File: src/sv/s2dc_cell.sv
// One window column cell: holds three pixels, hands them to its left
// neighbor on each feed and registers the three coefficient products.
module s2dc_cell (
    input  logic             i_clk,
    input  logic             i_rst_n,
    input  logic             i_en,
    input  logic             i_ld,
    input  logic [2:0][7:0]  i_col,
    input  logic [2:0][15:0] i_coef,
    output logic [2:0][7:0]  o_col,
    output logic [2:0][24:0] o_prod
);
    logic [2:0][7:0]  r_col;
    logic [2:0][24:0] r_prod;

    always_ff @(posedge i_clk) begin
        if (!i_rst_n) begin
            r_col <= '0;
        end else if (i_en && i_ld) begin
            r_col <= i_col;
        end
    end

    for (genvar k = 0; k < 3; k++) begin : g_mul
        always_ff @(posedge i_clk) begin
            if (i_en) begin
                r_prod[k] <= $signed(i_coef[k]) * $signed({1'b0, r_col[k]});
            end
        end
    end

    assign o_col  = r_col;
    assign o_prod = r_prod;
endmodule

File: config.mk
export PLATFORM = sky130hd
export DESIGN_NAME = s2dc_cell
export DESIGN_NICKNAME = d
export VERILOG_FILES = /design/src/sv/s2dc_cell.sv
export SDC_FILE = /design/constraint.sdc
export NUM_CORES = 1
export LEC_CHECK = 0
export BUFFER_PORTS_ARGS = -buffer_cell sky130_fd_sc_hd__buf_2
export CORE_AREA = 2 2 192 232
export CTS_CLUSTER_DIAMETER = 80
export DETAILED_ROUTE_END_ITERATION = 10
export DIE_AREA = 0 0 194 234
export SKIP_CTS_REPAIR_TIMING = 1
export SYNTH_ARGS = -nofsm -noshare
export SYNTH_HDL_FRONTEND = slang
export SYNTH_SLANG_ARGS = --single-unit
File: constraint.sdc
create_clock -name i_clk -period 4.8 [get_ports i_clk]
set_input_delay 0.96 -clock i_clk [delete_from_list [all_inputs] [get_ports i_clk]]
set_output_delay 0.96 -clock i_clk [all_outputs]
set_load 0.02 [all_outputs]
==> results.sh <==
export IMPL_yosys_warnings=0
export IMPL_final_min_period_over_clock_period_pct=99.6
export IMPL_max_slew_worst_pin_slew_ns=0.876
export IMPL_routed_wire_length_per_instance_um=15.4
export IMPL_timing_hold_violations_final=0
export IMPL_cp_required_ns=5.02
export IMPL_die_width_um=194
export IMPL_worstHoldPathType="reg2reg"
export IMPL_die_h_um=234
export IMPL_synth_edff_count=75
export IMPL_synth_distinct_cells=58
export IMPL_grt_start_max_net_pins=48
export IMPL_fillers=4067
export IMPL_timing_setup_critical_path_class="in2reg"
export IMPL_clockRootBuffer="clkbuf_16"
export IMPL_cts_root_to_sink_buffers=2
export IMPL_timing_fmax_mhz=209
export IMPL_power_ir_vdd_worst_mv=0.195
export IMPL_number_of_antenna_violations_at_the_first_check_in_global_routing=0
export IMPL_placed_cells=2760
export IMPL_synth_async_reset_ratio_pct=0
export IMPL_cts_made_buffers=9
export IMPL_synth_net_count=2386
export IMPL_drt_first_iter_violations=431
export IMPL_post_route_min_period_ns=4.78
export IMPL_die_area_um2=45400
export IMPL_power_static_leakage_nw=11.2
export IMPL_drtAntennaViolNets=0
export IMPL_floorplan_io_pins=175
export IMPL_syn_area_um2=17100
export IMPL_drt_pass1_iter_count=5
export IMPL_post_synth_inst_count=1854
export IMPL_cp_start_kind="input port"
export IMPL_finalWeightedCongestion=0.850
export IMPL_critical_path_sink_type="register"
export IMPL_synthFlopType="edfxtp_1"
export IMPL_count_of_unresolved_drc_violations_after_routing=0
export IMPL_status="finished, final reports clean"
export IMPL_cts_clk_slew_worst_paths_ns=0.08
export IMPL_insertion_delay_ns=0.40
export IMPL_synthesis_area_per_instance_um2=9.24
export IMPL_cellPowerDensity_nw_per_um2=191
export IMPL_layout_nets=2753
export IMPL_std_cell_rows=84
export IMPL_rsz0062_at_grt="true"
export IMPL_drt_wl_total_um=42900
export IMPL_timing_clock_skew_ns=0.0156
export IMPL_design_power_total_w=0.00413
export IMPL_grt_pass1_wl_um=72000
export IMPL_global_route_usage_total_pct=20.0
export IMPL_first_global_vias=14874
export IMPL_clkSinkCount=99
export IMPL_critical_path_max_fanout=6
export IMPL_place_hpwl_um=35900
export IMPL_syn_to_final_growth_pct=26.2
export IMPL_vias=13262
export IMPL_finalSetupViolCount=0
export IMPL_port_buffer_count=174
export IMPL_tritoncts="yes"
export IMPL_overflow=0
export IMPL_synth_seq_cells=99
export IMPL_critical_path_arrival_ns=5.00
export IMPL_max_cap_violations=0
export IMPL_timing_slew_headroom_pct=41.6
export IMPL_initial_core_util_pct=39.6
export IMPL_area_inside_the_core_boundary_um2=43300
export IMPL_via_per_inst=4.76
export IMPL_final_layout_size_suffix_gt1_share_pct=26.5
export IMPL_slew_violations=0
export IMPL_cts_htree_levels=3
export IMPL_n_antenna_cell=0
export IMPL_final_cells=2785
export IMPL_yosysSeqAreaShare_pct=15.9
## synthesized netlist by cell type, types with 18 or more instances
library cell,number,share of area [%]
dfxtp_1,24,2.8
and2_1,212,7.7
clkbuf_1,51,1.1
xnor2_1,45,2.3
edfxtp_1,75,13
inv_1,452,9.9
a21o_1,19,0.83
nor2_1,37,0.81
a21boi_0,24,1.1
o21ai_0,18,0.53
fa_1,306,36
ha_1,150,11
a21oi_1,54,1.6
nand2_1,246,5.4
## path summary, 6_finish.rpt
| path | slack (ns) | cells after the start | from | end |
|---|---|---|---|---|
| worst min-delay path | 0.52 | 2 | o_col[2]$_SDFFE_PN0P_ | o_col[2]$_SDFFE_PN0P_ |
| worst min register to register | 0.52 | 2 | o_col[2]$_SDFFE_PN0P_ | o_col[2]$_SDFFE_PN0P_ |
| worst max-delay path | 0.02 | 17 | i_coef[39] | o_prod[73]$_DFFE_PP_ |
| worst max register to register | 0.10 | 19 | o_col[2]$_SDFFE_PN0P_ | o_prod[22]$_DFFE_PP_ |
## sequential cells by signal, indices dropped and copies added (netlist names)
register,flops
o_col,24
o_prod,75
## kinds of logic after synthesis
logic type	Yosys count	synth area share (%)
adders and majority gates	456	46.7
DFF	99	15.9
buffers and inverters	504	11.0
AOI/OAI and AO/OA	178	7.03
muxes	4	0.234
and+or+nand+nor	551	15.9
xor gates and xnor gates	62	3.17
## power by group
| part | switching, W | leakage, nW | internal (W) |
|---|---|---|---|
| logic | 0.00117 | 10.1 | 0.000970 |
| registers | 0.0000744 | 0.961 | 0.00109 |
| clock network | 0.000397 | 0.150 | 0.000424 |
## worst max-delay path, cell delays in order
cell	delay, ns
buf_12	0.11
buf_6	0.11
and2_4	0.15
fa_1	0.52
fa_1	0.46
fa_1	0.53
inv_1	0.05
fa_1	0.52
inv_2	0.05
ha_4	0.25
a21oi_2	0.14
o21ai_2	0.07
or3_1	0.35
o21ba_4	0.27
o21a_4	0.16
o21ai_2	0.06
o311ai_2	0.25
## stage by stage
step                utilization, %  setup WS, ns  setup TNS (ns)  instance area, µm²  hold slack [ns]
global route                  49.9        -0.141           -1.31               21600            0.542
global placement              47.3        -0.705          -14.62               20500            0.509
floorplan                        -       -0.0557          -0.193               17400            0.590
finish                        49.9        0.0216               0               21600            0.523
detailed placement            47.3        -0.678          -15.53               20500            0.513
CTS                           48.1        -0.285           -1.93               20800            0.524
## layer usage
metal	track usage, %	wire length [µm]	up-vias
met5	0	0	-
met4	7.58	1150	0
met3	3.01	1630	53
met2	37.5	22800	211
met1	22.9	17300	6667
li1	-	-	6331
## layout by cell type, fill, tap and decap left out, types with 5 or more instances in the layout
master | Yosys | final
dfxtp_2 | 0 | 10
o21ai_2 | 0 | 6
edfxtp_1 | 75 | 75
a21o_1 | 19 | 19
nand3_1 | 12 | 12
buf_12 | 0 | 10
dfxtp_1 | 24 | 13
nand4_1 | 5 | 5
xnor2_1 | 45 | 44
a21boi_0 | 24 | 24
buf_2 | 1 | 145
ha_1 | 150 | 127
buf_6 | 0 | 18
fa_1 | 306 | 293
nor3_1 | 12 | 8
a21oi_2 | 2 | 19
inv_2 | 0 | 12
o21ai_0 | 18 | 13
o21bai_1 | 7 | 7
fa_2 | 0 | 13
and2_4 | 0 | 12
o21ai_1 | 9 | 6
xor2_1 | 17 | 17
nand2_1 | 246 | 221
nand2_2 | 0 | 22
nor2b_1 | 8 | 5
and2_1 | 212 | 200
buf_4 | 0 | 229
inv_1 | 452 | 440
a21oi_1 | 54 | 35
clkbuf_16 | 0 | 9
nor2_1 | 37 | 34
ha_4 | 0 | 19
## cell type report
class	instances	area, µm²	area share (%)
clock buffer	10	239	1.11
clock inverter	6	68.8	0.318
inverter	452	1700	7.84
multi-input combinational	1251	13300	61.3
sequential	99	2750	12.7
tap	559	699	3.23
timing repair buffer	408	2910	13.4
Power figures use the tool's default switching activity.
