==> src/sv/s2dc_pkg.sv <==
// Package for the strided 2-D convolution core: shared types, register
// indexes, sequencer states and the stride reciprocal table.
// No dependencies.
package s2dc_pkg;

    localparam int KDIM      = 3;      // window rows and columns
    localparam int PAD_MAX   = 62;     // padded row length (60 + 2)
    localparam int MAX_WIDTH = 60;
    localparam int MAX_RES   = 64;     // results kept per input beat
    localparam int DIV_K     = 17;     // reciprocal scale, 2**17

    localparam logic [10:0] ROW_SAT = 11'd1025;

    typedef enum logic [2:0] {
        CFG_KROW_TOP = 3'd0,
        CFG_KROW_MID = 3'd1,
        CFG_KROW_LOW = 3'd2,
        CFG_KHEIGHT  = 3'd3,
        CFG_KWIDTH   = 3'd4,
        CFG_STEP     = 3'd5,
        CFG_BORDER   = 3'd6,
        CFG_IWIDTH   = 3'd7
    } t_cfg_idx;

    typedef enum logic [2:0] {
        ST_IDLE,
        ST_TOP,
        ST_LEFT,
        ST_PIX,
        ST_FILL,
        ST_RIGHT,
        ST_BOTTOM
    } t_state;

    // One padded pixel handed from the sequencer to the datapath.
    typedef struct packed {
        logic        vld;
        logic [7:0]  pix;
        logic [10:0] y;
        logic [5:0]  x;
        logic        last;
        logic        fend;
    } t_feed;

    typedef struct packed {
        logic [27:0] value;
        logic [9:0]  out_row;
        logic [5:0]  out_col;
        logic        run_last;
        logic        image_done;
    } t_res;

    // ceil(2**17 / s); exact quotient for numerators up to 1025.
    localparam logic [17:0] RECIP_TBL [64] = '{
        18'd131072, 18'd131072, 18'd65536, 18'd43691, 18'd32768, 18'd26215,
        18'd21846,  18'd18725,  18'd16384, 18'd14564, 18'd13108, 18'd11916,
        18'd10923,  18'd10083,  18'd9363,  18'd8739,  18'd8192,  18'd7711,
        18'd7282,   18'd6899,   18'd6554,  18'd6242,  18'd5958,  18'd5699,
        18'd5462,   18'd5243,   18'd5042,  18'd4855,  18'd4682,  18'd4520,
        18'd4370,   18'd4229,   18'd4096,  18'd3972,  18'd3856,  18'd3745,
        18'd3641,   18'd3543,   18'd3450,  18'd3361,  18'd3277,  18'd3197,
        18'd3121,   18'd3049,   18'd2979,  18'd2913,  18'd2850,  18'd2789,
        18'd2731,   18'd2675,   18'd2622,  18'd2571,  18'd2521,  18'd2474,
        18'd2428,   18'd2384,   18'd2341,  18'd2300,  18'd2260,  18'd2222,
        18'd2185,   18'd2149,   18'd2115,  18'd2081
    };

endpackage

==> src/sv/s2dc_seq.sv <==
// Sequencer: expands each input beat into padded-pixel feeds (top row,
// left zero, pixel, fill, right zero, bottom row). Uses s2dc_pkg.
module s2dc_seq (
    input  logic             i_clk,
    input  logic             i_rst_n,
    input  logic             i_acc,
    input  logic [7:0]       i_pixel,
    input  logic             i_frame_end,
    input  logic             i_adv,
    input  logic             i_pad,
    input  logic [5:0]       i_width,
    output logic             o_ready,
    output s2dc_pkg::t_feed  o_feed
);
    import s2dc_pkg::*;

    t_state      r_state, n0_state, n_state;
    logic [10:0] r_row, n0_row, n_row;
    logic [5:0]  r_col, n0_col, n_col;
    logic [5:0]  r_x, n0_x, n_x;
    logic [7:0]  r_pix, n_pix;
    logic        r_fend, n_fend;
    logic [5:0]  pw_m1;
    logic [5:0]  col1;
    logic        row_done;

    assign pw_m1 = i_width + {4'd0, i_pad, 1'b0} - 6'd1;
    assign col1  = r_col + 6'd1;

    // Advance the step in progress.
    always_comb begin
        n0_state = r_state;
        n0_row   = r_row;
        n0_col   = r_col;
        n0_x     = r_x;
        row_done = 1'b0;
        if (r_state != ST_IDLE && i_adv) begin
            case (r_state)
                ST_TOP: begin
                    if (r_x == pw_m1) begin
                        n0_row   = 11'd1;
                        n0_state = ST_LEFT;
                    end else begin
                        n0_x = r_x + 6'd1;
                    end
                end
                ST_LEFT: n0_state = ST_PIX;
                ST_PIX: begin
                    n0_col = col1;
                    if (col1 >= i_width || r_fend) begin
                        if (r_fend && col1 < i_width) n0_state = ST_FILL;
                        else if (i_pad)               n0_state = ST_RIGHT;
                        else                          row_done = 1'b1;
                    end else begin
                        n0_state = ST_IDLE;
                    end
                end
                ST_FILL: begin
                    n0_col = col1;
                    if (col1 >= i_width) begin
                        if (i_pad) n0_state = ST_RIGHT;
                        else       row_done = 1'b1;
                    end
                end
                ST_RIGHT: row_done = 1'b1;
                ST_BOTTOM: begin
                    if (r_x == pw_m1) begin
                        n0_row   = '0;
                        n0_state = ST_IDLE;
                    end else begin
                        n0_x = r_x + 6'd1;
                    end
                end
                default: n0_state = ST_IDLE;
            endcase
            if (row_done) begin
                n0_col = '0;
                if (r_row < ROW_SAT) n0_row = r_row + 11'd1;
                if (r_fend && i_pad) begin
                    n0_state = ST_BOTTOM;
                    n0_x     = '0;
                end else if (r_fend) begin
                    n0_row   = '0;
                    n0_state = ST_IDLE;
                end else begin
                    n0_state = ST_IDLE;
                end
            end
        end
    end

    // Start a new beat once the previous one has issued its last feed.
    always_comb begin
        n_state = n0_state;
        n_row   = n0_row;
        n_col   = n0_col;
        n_x     = n0_x;
        n_pix   = r_pix;
        n_fend  = r_fend;
        if (i_acc) begin
            n_pix  = i_pixel;
            n_fend = i_frame_end;
            if (i_pad && n0_row == '0 && n0_col == '0) begin
                n_state = ST_TOP;
                n_x     = '0;
            end else if (i_pad && n0_col == '0) begin
                n_state = ST_LEFT;
            end else begin
                n_state = ST_PIX;
            end
        end
    end

    always_comb begin
        o_ready     = (n0_state == ST_IDLE);
        o_feed.vld  = (r_state != ST_IDLE);
        o_feed.pix  = (r_state == ST_PIX) ? r_pix : 8'd0;
        o_feed.y    = (r_state == ST_TOP) ? 11'd0 : r_row;
        o_feed.last = (n0_state == ST_IDLE);
        o_feed.fend = r_fend;
        case (r_state)
            ST_TOP, ST_BOTTOM: o_feed.x = r_x;
            ST_LEFT:           o_feed.x = 6'd0;
            default:           o_feed.x = r_col + {5'd0, i_pad};
        endcase
    end

    always_ff @(posedge i_clk) begin
        if (!i_rst_n) begin
            r_state <= ST_IDLE;
            r_row   <= '0;
            r_col   <= '0;
            r_x     <= '0;
            r_fend  <= 1'b0;
        end else begin
            r_state <= n_state;
            r_row   <= n_row;
            r_col   <= n_col;
            r_x     <= n_x;
            r_fend  <= n_fend;
        end
    end

    always_ff @(posedge i_clk) begin
        r_pix <= n_pix;
    end
endmodule

==> config.mk <==
export PLATFORM = sky130hd
export DESIGN_NAME = s2dc_seq
export DESIGN_NICKNAME = d
export VERILOG_FILES = /design/src/sv/s2dc_pkg.sv /design/src/sv/s2dc_seq.sv
export SDC_FILE = /design/constraint.sdc
export NUM_CORES = 1
export LEC_CHECK = 0
export ABC_AREA = 1
export BUFFER_PORTS_ARGS = -buffer_cell sky130_fd_sc_hd__buf_4
export CAP_MARGIN = 20
export CORE_ASPECT_RATIO = 0.75
export CORE_MARGIN = 2
export CORE_UTILIZATION = 59
export DETAILED_ROUTE_END_ITERATION = 8
export PLACE_DENSITY = 0.83
export SYNTH_ARGS = -nofsm -noshare
export SYNTH_HDL_FRONTEND = slang
export SYNTH_SLANG_ARGS = --single-unit
==> constraint.sdc <==
create_clock -name i_clk -period 11.92 [get_ports i_clk]
set_input_delay 2.384 -clock i_clk [delete_from_list [all_inputs] [get_ports i_clk]]
set_output_delay 2.384 -clock i_clk [all_outputs]
set_load 0.005 [all_outputs]
==> results by group, run 1 <==
Floorplan
  • Initial core utilization: 0.610
  • Die extent in y: 65.3 um
  • # IOs: between 40 and 50
  • Die area: between 5000 and 6000 um2
  • Core ar.: around 4800 um2
  • Std cell rows: 22
  • Die X: 85.7 um

Global route
  • GRT overflow: 0
  • First-pass GRT wire length: approximately 13000 um
  • Largest net degree at the start of global routing: 19
  • GRT Total Usage: 0.294
  • Initial antenna violation count: 0
  • Number of global-route vias before repair: roughly 2800

Clock tree
  • Clock latency on the worst-skew pair: approximately 0.29 ns
  • Worst-path clk slew: around 0.07 ns
  • CTS tree: built
  • Inserted Clock Buffers: 5
  • CTS Root Cell: clkbuf_8
  • Longest Clk Path Bufs: 2
  • H-tree levels: 2
  • Post-CTS Setup Repair Bufs: 0
  • Hold Buf Count CTS: 0
  • Clock Sinks: 35
  • Post_cts resized: 0

Drt
  • DRT iter0 DRCs: just over 300
  • Vias post-DR: around 3300
  • Drt total wl: 7870 um
  • First drt pass iteration count: 5
  • Post-detailed-route count of antenna-violating nets: 0
  • WL per Instance: 13.4 um
  • DRC errors left: 0
  • Routed vias/inst: 5.54

Final layout
  • Non-Filler Instances: between 500 and 600
  • P&R area growth vs syn: 15.9%
  • Fill count: 440
  • Final Net Count: approximately 560
  • Ant. Diodes: 0
  • Layout cells sized above 1: 0.144

Yosys
  • Compound-gate portion of the synthesized area: 0.110
  • Post-synth ARST share: 0
  • Most frequent cell after synthesis: nand2_1
  • Sequential fraction of the synthesis area: 0.264
  • Post-synthesis mux area share: 0.00678
  • Post-synthesis simple-gate area fraction: 0.404
  • #FFs+latches synth: 35
  • Cell taking the most area after synthesis: dfxtp_1
  • Synth Instances: just under 500
  • Syn_area_per_cell: ~6 um2
  • Ranking of synthesized cells by area: dfxtp_1 (18%), nand2_1 (14%), nor2_1 (10%)
  • YS warnings: 0
  • Synth Cell Area: approximately 3000 um2
  • Post-synth EDFFs: 8
  • Adder-Cell Fraction of Synth Area: 0.0746
  • Largest family of logic cells by synthesized area: simple AND/OR/NAND/NOR gates
  • Post-synthesis xor/xnor area fraction: 0.0297
  • Top post-synthesis cells by count: nand2_1 (114), nor2_1 (79), inv_1 (63)
  • Top-area cell type share of the netlist area: 0.183
  • Yosys cell types: 39
  • Syn Nets: between 500 and 600
  • Predominant post-synthesis flop cell: dfxtp_1

Placed design
  • HPWL after DPL: 6180 um
  • Final Wtd Congestion: 1.01
  • Placed cells: between 500 and 600
  • IO buf count: 48

STA
  • Setup_tns: 0 ns
  • Final period utilization: 0.641
  • Fmax: 0.131 GHz
  • Final setup viols: 0
  • Min Hold Slack: 0.561 ns
  • Unrepaired setup endpoints after global routing: false
  • Slew Viols, Final: 0
  • Max Clock Skew: ~0.003 ns
  • Slew headroom: 0.305
  • Final Hold Fails: 0
  • Fin crit period: between 7 and 8 ns
  • Slew @ Worst Pin: 1.04 ns

Hold path
  • Hold depth: 2
  • Hold endpoint: r_row[8]
  • Min-delay src: r_row[8]
  • Worst Hold Class: register to register

Power
  • Worst vdd ir: between 80 and 90 uV
  • PD cells: a little over 90 nW/um2
  • Clock share of power: 0.260
  • Int Pwr: approximately 200 uW
  • Leak Pwr: 1.78 nW
  • Seq pwr share: 0.423
  • Psw: 113 uW
  • Combinational share of power: 0.317
  • Switch share: 0.354

Setup path
  • Reg-to-Reg Start: r_col[2]
  • WS Path Type: primary input to output port
  • R2R cell count: 18
  • CP Capture Type: output port
  • Startpoint Class: primary input
  • Crit Path Max Fanout: 7
  • CP required: between 9 and 10 ns
  • Flop2flop setup slack: 8.25 ns
  • Reg-to-reg critical path endpoint: r_x[2]
  • CP arrival: approximately 5.3 ns

Status
  • Status: finished clean

Run
  • Max Cap Violations: 0
[per-stage QoR]
stage | cell area [um2] | util | worst slack (ns) | power (mW)
after CTS | 3420 | 0.707 | 4.32 | 0.318
final | 3420 | 0.707 | 4.27 | 0.319
after global placement | 3340 | 0.689 | 4.46 | 0.233
after global routing | 3420 | 0.707 | 3.94 | 0.338
after floorplan | 2950 | - | 4.73 | 0.204
after detailed placement | 3340 | 0.689 | 4.33 | 0.236
[power by group through the flow]
stage	logic [mW]	registers, mW	clock network (mW)
global route	0.113	0.135	0.0898
detailed placement	0.0990	0.137	0
floorplan	0.0688	0.135	0
finish	0.101	0.135	0.0828
global placement	0.0962	0.137	0
CTS	0.0996	0.134	0.0844
[worst max-delay path: stages]
cell     delay [ns]
buf_4          0.13
inv_1          0.09
ha_1           0.30
inv_1          0.05
ha_1           0.15
inv_1          0.05
fa_1           0.46
inv_1          0.07
nand2_1        0.04
nand2_1        0.06
nand3_1        0.09
nor2_2         0.17
nand3_1        0.25
nand2_1        0.15
nand2_1        0.05
o21ai_0        0.17
a22oi_1        0.11
nor3_1         0.31
buf_4          0.17
[flip-flops by register name, indices dropped and copies added, names as in the netlist]
signal and cells:
r_row 11, r_pix 8, r_col 6, r_x 6, r_state 3, r_fend 1
[layout make-up]
class / instances / area [um2] / area share
timing repair buffer: 48 / 360 / 0.105
multi-input combinational: 364 / 1850 / 0.539
sequential: 35 / 781 / 0.228
clock buffer: 5 / 68.8 / 0.0201
clock inverter: 3 / 15.0 / 0.00439
inverter: 73 / 277 / 0.0808
tap: 60 / 75.1 / 0.0219
[cells by family after synthesis]
logic type               count (synthesis)
flip-flops                              35
XOR/XNOR                                10
multiplexers                             2
AO/OA/AOI/OAI                           57
adder cells (fa/ha/maj)                 17
buffers and inverters                   83
AND/OR/NAND/NOR                        278
[how the worst max path moves through the flow]
stage / start / endpoint / depth (start not counted)
floorplan: i_pad / o_feed[1] / 17
global placement: i_pad / o_ready / 18
detailed placement: i_pad / o_feed[1] / 19
CTS: i_pad / o_feed[1] / 19
global route: i_pad / o_ready / 21
finish: i_pad / o_feed[1] / 19
[metal layers]
metal  vias to the layer above  global-route usage  share of wire
li1                       1645                   -              -
met1                      1461               0.417           0.46
met2                       148               0.452           0.42
met3                         6              0.0779           0.11
met4                         0              0.0536         0.0061
met5                         -                   0              0
[layout by cell type, fill, tap and decap left out, types with 11 or more instances in the layout]
master | netlist | layout
nor2_1 | 79 | 79
nand2_1 | 114 | 114
nand4_1 | 11 | 11
inv_1 | 63 | 63
nand3_1 | 46 | 46
nor3_1 | 15 | 15
dfxtp_1 | 27 | 27
a21oi_1 | 25 | 25
ha_1 | 16 | 16
buf_4 | 2 | 48
o21ai_0 | 18 | 18
(Power assumes the default switching activity.)
==> run 2, diff against run 1 <==
CORE_UTILIZATION = 52   (was 59)
PLACE_DENSITY = 0.77   (was 0.83)
clock period = 7 ns   (was 11.92 ns; I/O delays follow)
==> run 2 against run 1 <==
  * Sequential cell count unchanged
  * Die area rose by 13%
  * Clock power rose by 75%
  * Total power increased by 71%
  * Sequential power rose by 70%
  * Core utilization is 7.0 points lower
  * First-iteration DRC count up 25%
  * Clock skew is 0.0076 ns higher
  * Register-to-register slack worse by 5.1 ns
  * Routed wire length shrank 2.3%
  * Combinational power is 68% higher
  * Largest cell class unchanged
==> results by group, run 2 (synthesis results as in run 1) <==
Setup path
  • Startpoint Class: primary input
  • WS Path Type: primary input to output port
  • Crit Path Max Fanout: 7
  • CP required: 5.60 ns
  • CP arrival: 4.33 ns
  • CP Capture Type: output port

STA
  • Fmax: 0.175 GHz
  • Worst setup margin: about 1.3 ns
  • Slew @ Worst Pin: roughly 1.0 ns
  • Slew Viols, Final: 0
  • Final period utilization: 0.818
  • Slew headroom: 0.301
  • Max Clock Skew: between 0.01 and 0.015 ns
  • Final setup viols: 0
  • Fin crit period: around 5.7 ns
  • Setup_tns: 0 ns
  • Unrepaired setup endpoints after global routing: false
  • Final Hold Fails: 0

Power
  • PD cells: 158 nW/um2
  • Leak Pwr: 1.78 nW
  • Worst vdd ir: 123 uV

Global route
  • GRT overflow: 0
  • GRT Total Usage: 0.242
  • Number of global-route vias before repair: approximately 2700
  • Largest net degree at the start of global routing: 19
  • Initial antenna violation count: 0
  • First-pass GRT wire length: approximately 13000 um

Final layout
  • Most flop-heavy register: r_row
  • Final Net Count: 564
  • Most common cell after layout, fill and taps aside: nand2_1
  • Largest register FFs: 11
  • P&R area growth vs syn: 16.6%
  • Biggest regs: r_row x11, r_pix x8
  • Commonest cells after routing, fill and taps aside: nand2_1 (114), nor2_1 (79), inv_1 (63)
  • Layout cells sized above 1: 0.146
  • Ant. Diodes: 0

Drt
  • DRT iter0 DRCs: roughly 390
  • WL per Instance: approximately 13 um
  • Routed vias/inst: around 5.4
  • DRC errors left: 0
  • Post-detailed-route count of antenna-violating nets: 0
  • Vias post-DR: between 3000 and 4000
  • Drt total wl: 7690 um
  • First drt pass iteration count: 5

Clock tree
  • Post_cts resized: 0
  • Worst-path clk slew: 0.08 ns
  • Clock Sinks: 35
  • Inserted Clock Buffers: 5
  • H-tree levels: 2
  • CTS Root Cell: clkbuf_8
  • Hold Buf Count CTS: 0
  • Post-CTS Setup Repair Bufs: 0
  • Longest Clk Path Bufs: 2
  • Clock latency on the worst-skew pair: slightly below 0.3 ns
  • CTS tree: built

Floorplan
  • Die area: 6300 um2
  • Core ar.: around 5400 um2
  • Std cell rows: 23
  • Die X: between 90 and 100 um
  • Die extent in y: around 69 um
  • Initial core utilization: 0.546
  • # IOs: about 50

Run
  • Max Cap Violations: 0

Status
  • Status: finished clean

Hold path
  • Worst Hold Class: register to register

Placed design
  • DP Worst Slack: ~1.4 ns
  • Final Wtd Congestion: about 0.97
  • HPWL after DPL: a little over 6000 um
  • IO buf count: between 40 and 50
## run 2: cell count changes in the layout (fill, tap and decap cells not counted)
cell and change:
clkinv_2 +1, clkinv_1 -2, clkbuf_1 +1
## run 2: worst max-delay path, stage by stage
cell	delay (ns)
buf_4	0.13
inv_1	0.09
ha_1	0.30
inv_1	0.05
ha_1	0.15
inv_1	0.06
fa_1	0.45
inv_1	0.07
nand2_1	0.04
nand2_1	0.06
nand3_1	0.09
nor2_2	0.18
nand3_1	0.25
a21oi_1	0.20
nand4_1	0.09
nand3_1	0.08
o21ai_0	0.12
nor3_1	0.33
buf_4	0.18
## run 2: layer usage
metal	up-vias	part of all wire	track usage
met5	-	0	0
met4	0	0.0052	0.0320
met3	6	0.11	0.0446
met2	155	0.39	0.347
met1	1443	0.50	0.383
li1	1652	-	-
## run 2: path summary, 6_finish.rpt
check | from | to | slack, ns | cells after the start
worst max-delay path | i_pad | o_feed[1] | 1.27 | 19
worst min-delay path | r_row[5] | r_row[5] | 0.56 | 2
worst max register to register | r_col[2] | r_x[5] | 3.19 | 17
worst min register to register | r_row[5] | r_row[5] | 0.56 | 2
## run 2: stage by stage
step / std cells / hold WS [ns] / area (um2) / utilization / total power [mW]
2_1_floorplan: 482 / 0.494 / 2950 / - / 0.347
3_5_place_dp: 595 / 0.537 / 3360 / 0.621 / 0.400
6_report: 603 / 0.560 / 3440 / 0.636 / 0.544
3_3_place_gp: 595 / 0.530 / 3360 / 0.621 / 0.397
4_1_cts: 603 / 0.554 / 3440 / 0.636 / 0.545
5_1_grt: 603 / 0.590 / 3440 / 0.636 / 0.576
## run 2: cell type report
type,instances,area (um2)
multi-input combinational,364,1850
tap,75,93.8
inverter,73,277
timing repair buffer,48,360
clock inverter,2,12.5
sequential,35,781
clock buffer,6,72.6
fill,522,1970
## run 2: report_power, final
| group | leakage, nW | switching, mW | internal [mW] | total [mW] |
|---|---|---|---|---|
| Clock | 0.0412 | 0.0759 | 0.0695 | 0.145 |
| Combinational | 1.44 | 0.105 | 0.0652 | 0.170 |
| Sequential | 0.297 | 0.0115 | 0.218 | 0.229 |
| Total | 1.78 | 0.192 | 0.352 | 0.544 |
==> run 3, diff against run 2 <==
CORE_UTILIZATION = 57   (was 52)
PLACE_DENSITY = 0.81   (was 0.77)
clock period = 5.65 ns   (was 7 ns; I/O delays follow)
==> run 3 against run 2 <==
  * Clock skew shrank 0.0052 ns
  * Die area shrank 8.3%
  * Cell count shrank 2.3%
  * Largest power group unchanged
  * Critical path type unchanged
  * Global-route usage grew 4.3 points
  * Routed wire length grew 0.82%
==> results by group, run 3 (synthesis results as in run 1) <==
Global route
  • Met1 usage: 0.426
  • Largest net degree at the start of global routing: 19
  • Met3 usage: 0.0724
  • Number of global-route vias before repair: 2756
  • First-pass GRT wire length: around 13000 um
  • Initial antenna violation count: 0
  • GRT Total Usage: 0.286
  • Grt peak-use layer: met1
  • GRT overflow: 0
  • M2 GR Usage: 0.413

Final layout
  • Final core occ: 0.698
  • Non-Filler Instances: approximately 590
  • Final Net Count: approximately 570
  • Finished Cell Area: roughly 3500 um2
  • Commonest cells after routing, fill and taps aside: nand2_1 (114), nor2_1 (79), inv_1 (63)
  • Biggest regs: r_row x11, r_pix x8
  • Layout cells sized above 1: 0.149
  • Ant. Diodes: 0
  • Fill count: 424
  • Most common cell after layout, fill and taps aside: nand2_1
  • Most flop-heavy register: r_row
  • Largest register FFs: 11
  • P&R area growth vs syn: 17.2%

Power
  • Leak Pwr: between 1.5 and 2 nW
  • PD cells: 211 nW/um2
  • PnR Total Power: around 730 uW
  • Worst vdd ir: roughly 120 uV

STA
  • Slew @ Worst Pin: 1.03 ns
  • Setup_tns: 0 ns
  • Min Hold Slack: 0.558 ns
  • Slew headroom: 0.312
  • Worst setup margin: ~0.43 ns
  • Fin crit period: roughly 5.2 ns
  • Unrepaired setup endpoints after global routing: false
  • Final setup viols: 0
  • Fmax: 0.192 GHz
  • Slew Viols, Final: 0
  • Final period utilization: 0.923
  • Max Clock Skew: between 0.005 and 0.006 ns
  • Final Hold Fails: 0

Clock tree
  • Clock latency on the worst-skew pair: 0.29 ns
  • Inserted Clock Buffers: 5
  • CTS tree: built
  • Post-CTS Setup Repair Bufs: 0
  • Clock Sinks: 35
  • Hold Buf Count CTS: 0
  • Post_cts resized: 0
  • Longest Clk Path Bufs: 2
  • CTS Root Cell: clkbuf_8
  • Worst-path clk slew: about 0.08 ns
  • H-tree levels: 2

Run
  • Max Cap Violations: 0

Placed design
  • Placed cells: roughly 580
  • DP Area: 3350 um2
  • Final Wtd Congestion: around 0.95
  • HPWL after DPL: about 6000 um
  • DP Worst Slack: between 0.5 and 0.6 ns
  • IO buf count: 48

Setup path
  • CP required: between 4 and 5 ns
  • CP arrival: just over 4 ns
  • Crit Path Max Fanout: 7
  • WS Path Type: primary input to output port
  • Startpoint Class: primary input
  • CP Capture Type: output port

Drt
  • Routed vias/inst: approximately 5.5
  • DRC errors left: 0
  • Drt total wl: ~7800 um
  • First drt pass iteration count: 5
  • Post-detailed-route count of antenna-violating nets: 0
  • DRT iter0 DRCs: 415
  • Vias post-DR: roughly 3300
  • WL per Instance: approximately 13 um

Floorplan
  • Die area: roughly 5800 um2
  • Std cell rows: 22
  • Die X: 87.1 um
  • Core ar.: between 4000 and 5000 um2
  • # IOs: 49
  • Die extent in y: between 60 and 70 um
  • Initial core utilization: 0.596

Status
  • Status: finished clean

Hold path
  • Worst Hold Class: register to register
-- run 3: cell count changes in the layout (fill, tap and decap cells not counted), sizes merged --
cell and change:
buf +1, clkbuf -1, bufinv +1, clkinv +1, clkinvlp -1
-- run 3: cell type report --
cell class | count | area, um2 | share of cell area
clock buffers | 5 | 68.8 | 0.0199
clock inverters | 3 | 43.8 | 0.0127
inverters | 73 | 277 | 0.0799
multi-input cells | 364 | 1850 | 0.534
flip-flops and latches | 35 | 781 | 0.226
well taps | 60 | 75.1 | 0.0217
repair buffers | 49 | 368 | 0.106
-- run 3: path summary, 6_finish.rpt --
kind | from | endpoint | slack, ns | cells past startpoint
hold reg to reg | r_row[8] | r_row[8] | 0.56 | 2
setup reg to reg | r_col[2] | r_x[4] | 1.95 | 19
setup / recovery | i_pad | o_feed[1] | 0.43 | 18
hold / removal | r_row[8] | r_row[8] | 0.56 | 2
-- run 3: layer usage --
metal / part of all wire / routed length (um) / vias up
met3: 0.11 / 874 / 9
met4: 0.0079 / 61 / 0
li1: - / - / 1648
met5: 0 / 0 / -
met2: 0.39 / 3050 / 152
met1: 0.49 / 3770 / 1442
-- run 3: report_power, final --
group	switching (mW)	total [mW]	internal, mW	leakage (nW)
logic	0.133	0.214	0.0809	1.44
clock network	0.100	0.231	0.131	0.0581
registers	0.0143	0.284	0.269	0.297
-- run 3: worst max-delay path: stages --
cell,delay (ns)
buf_4,0.13
inv_1,0.10
ha_1,0.29
inv_1,0.06
ha_1,0.16
inv_1,0.05
fa_1,0.49
nand2_1,0.06
nand2_1,0.06
nand3_1,0.10
nor2_2,0.18
nand3_1,0.24
nand2_1,0.15
nand2_1,0.06
o21ai_0,0.19
a22oi_1,0.11
nor3_1,0.36
buf_4,0.18
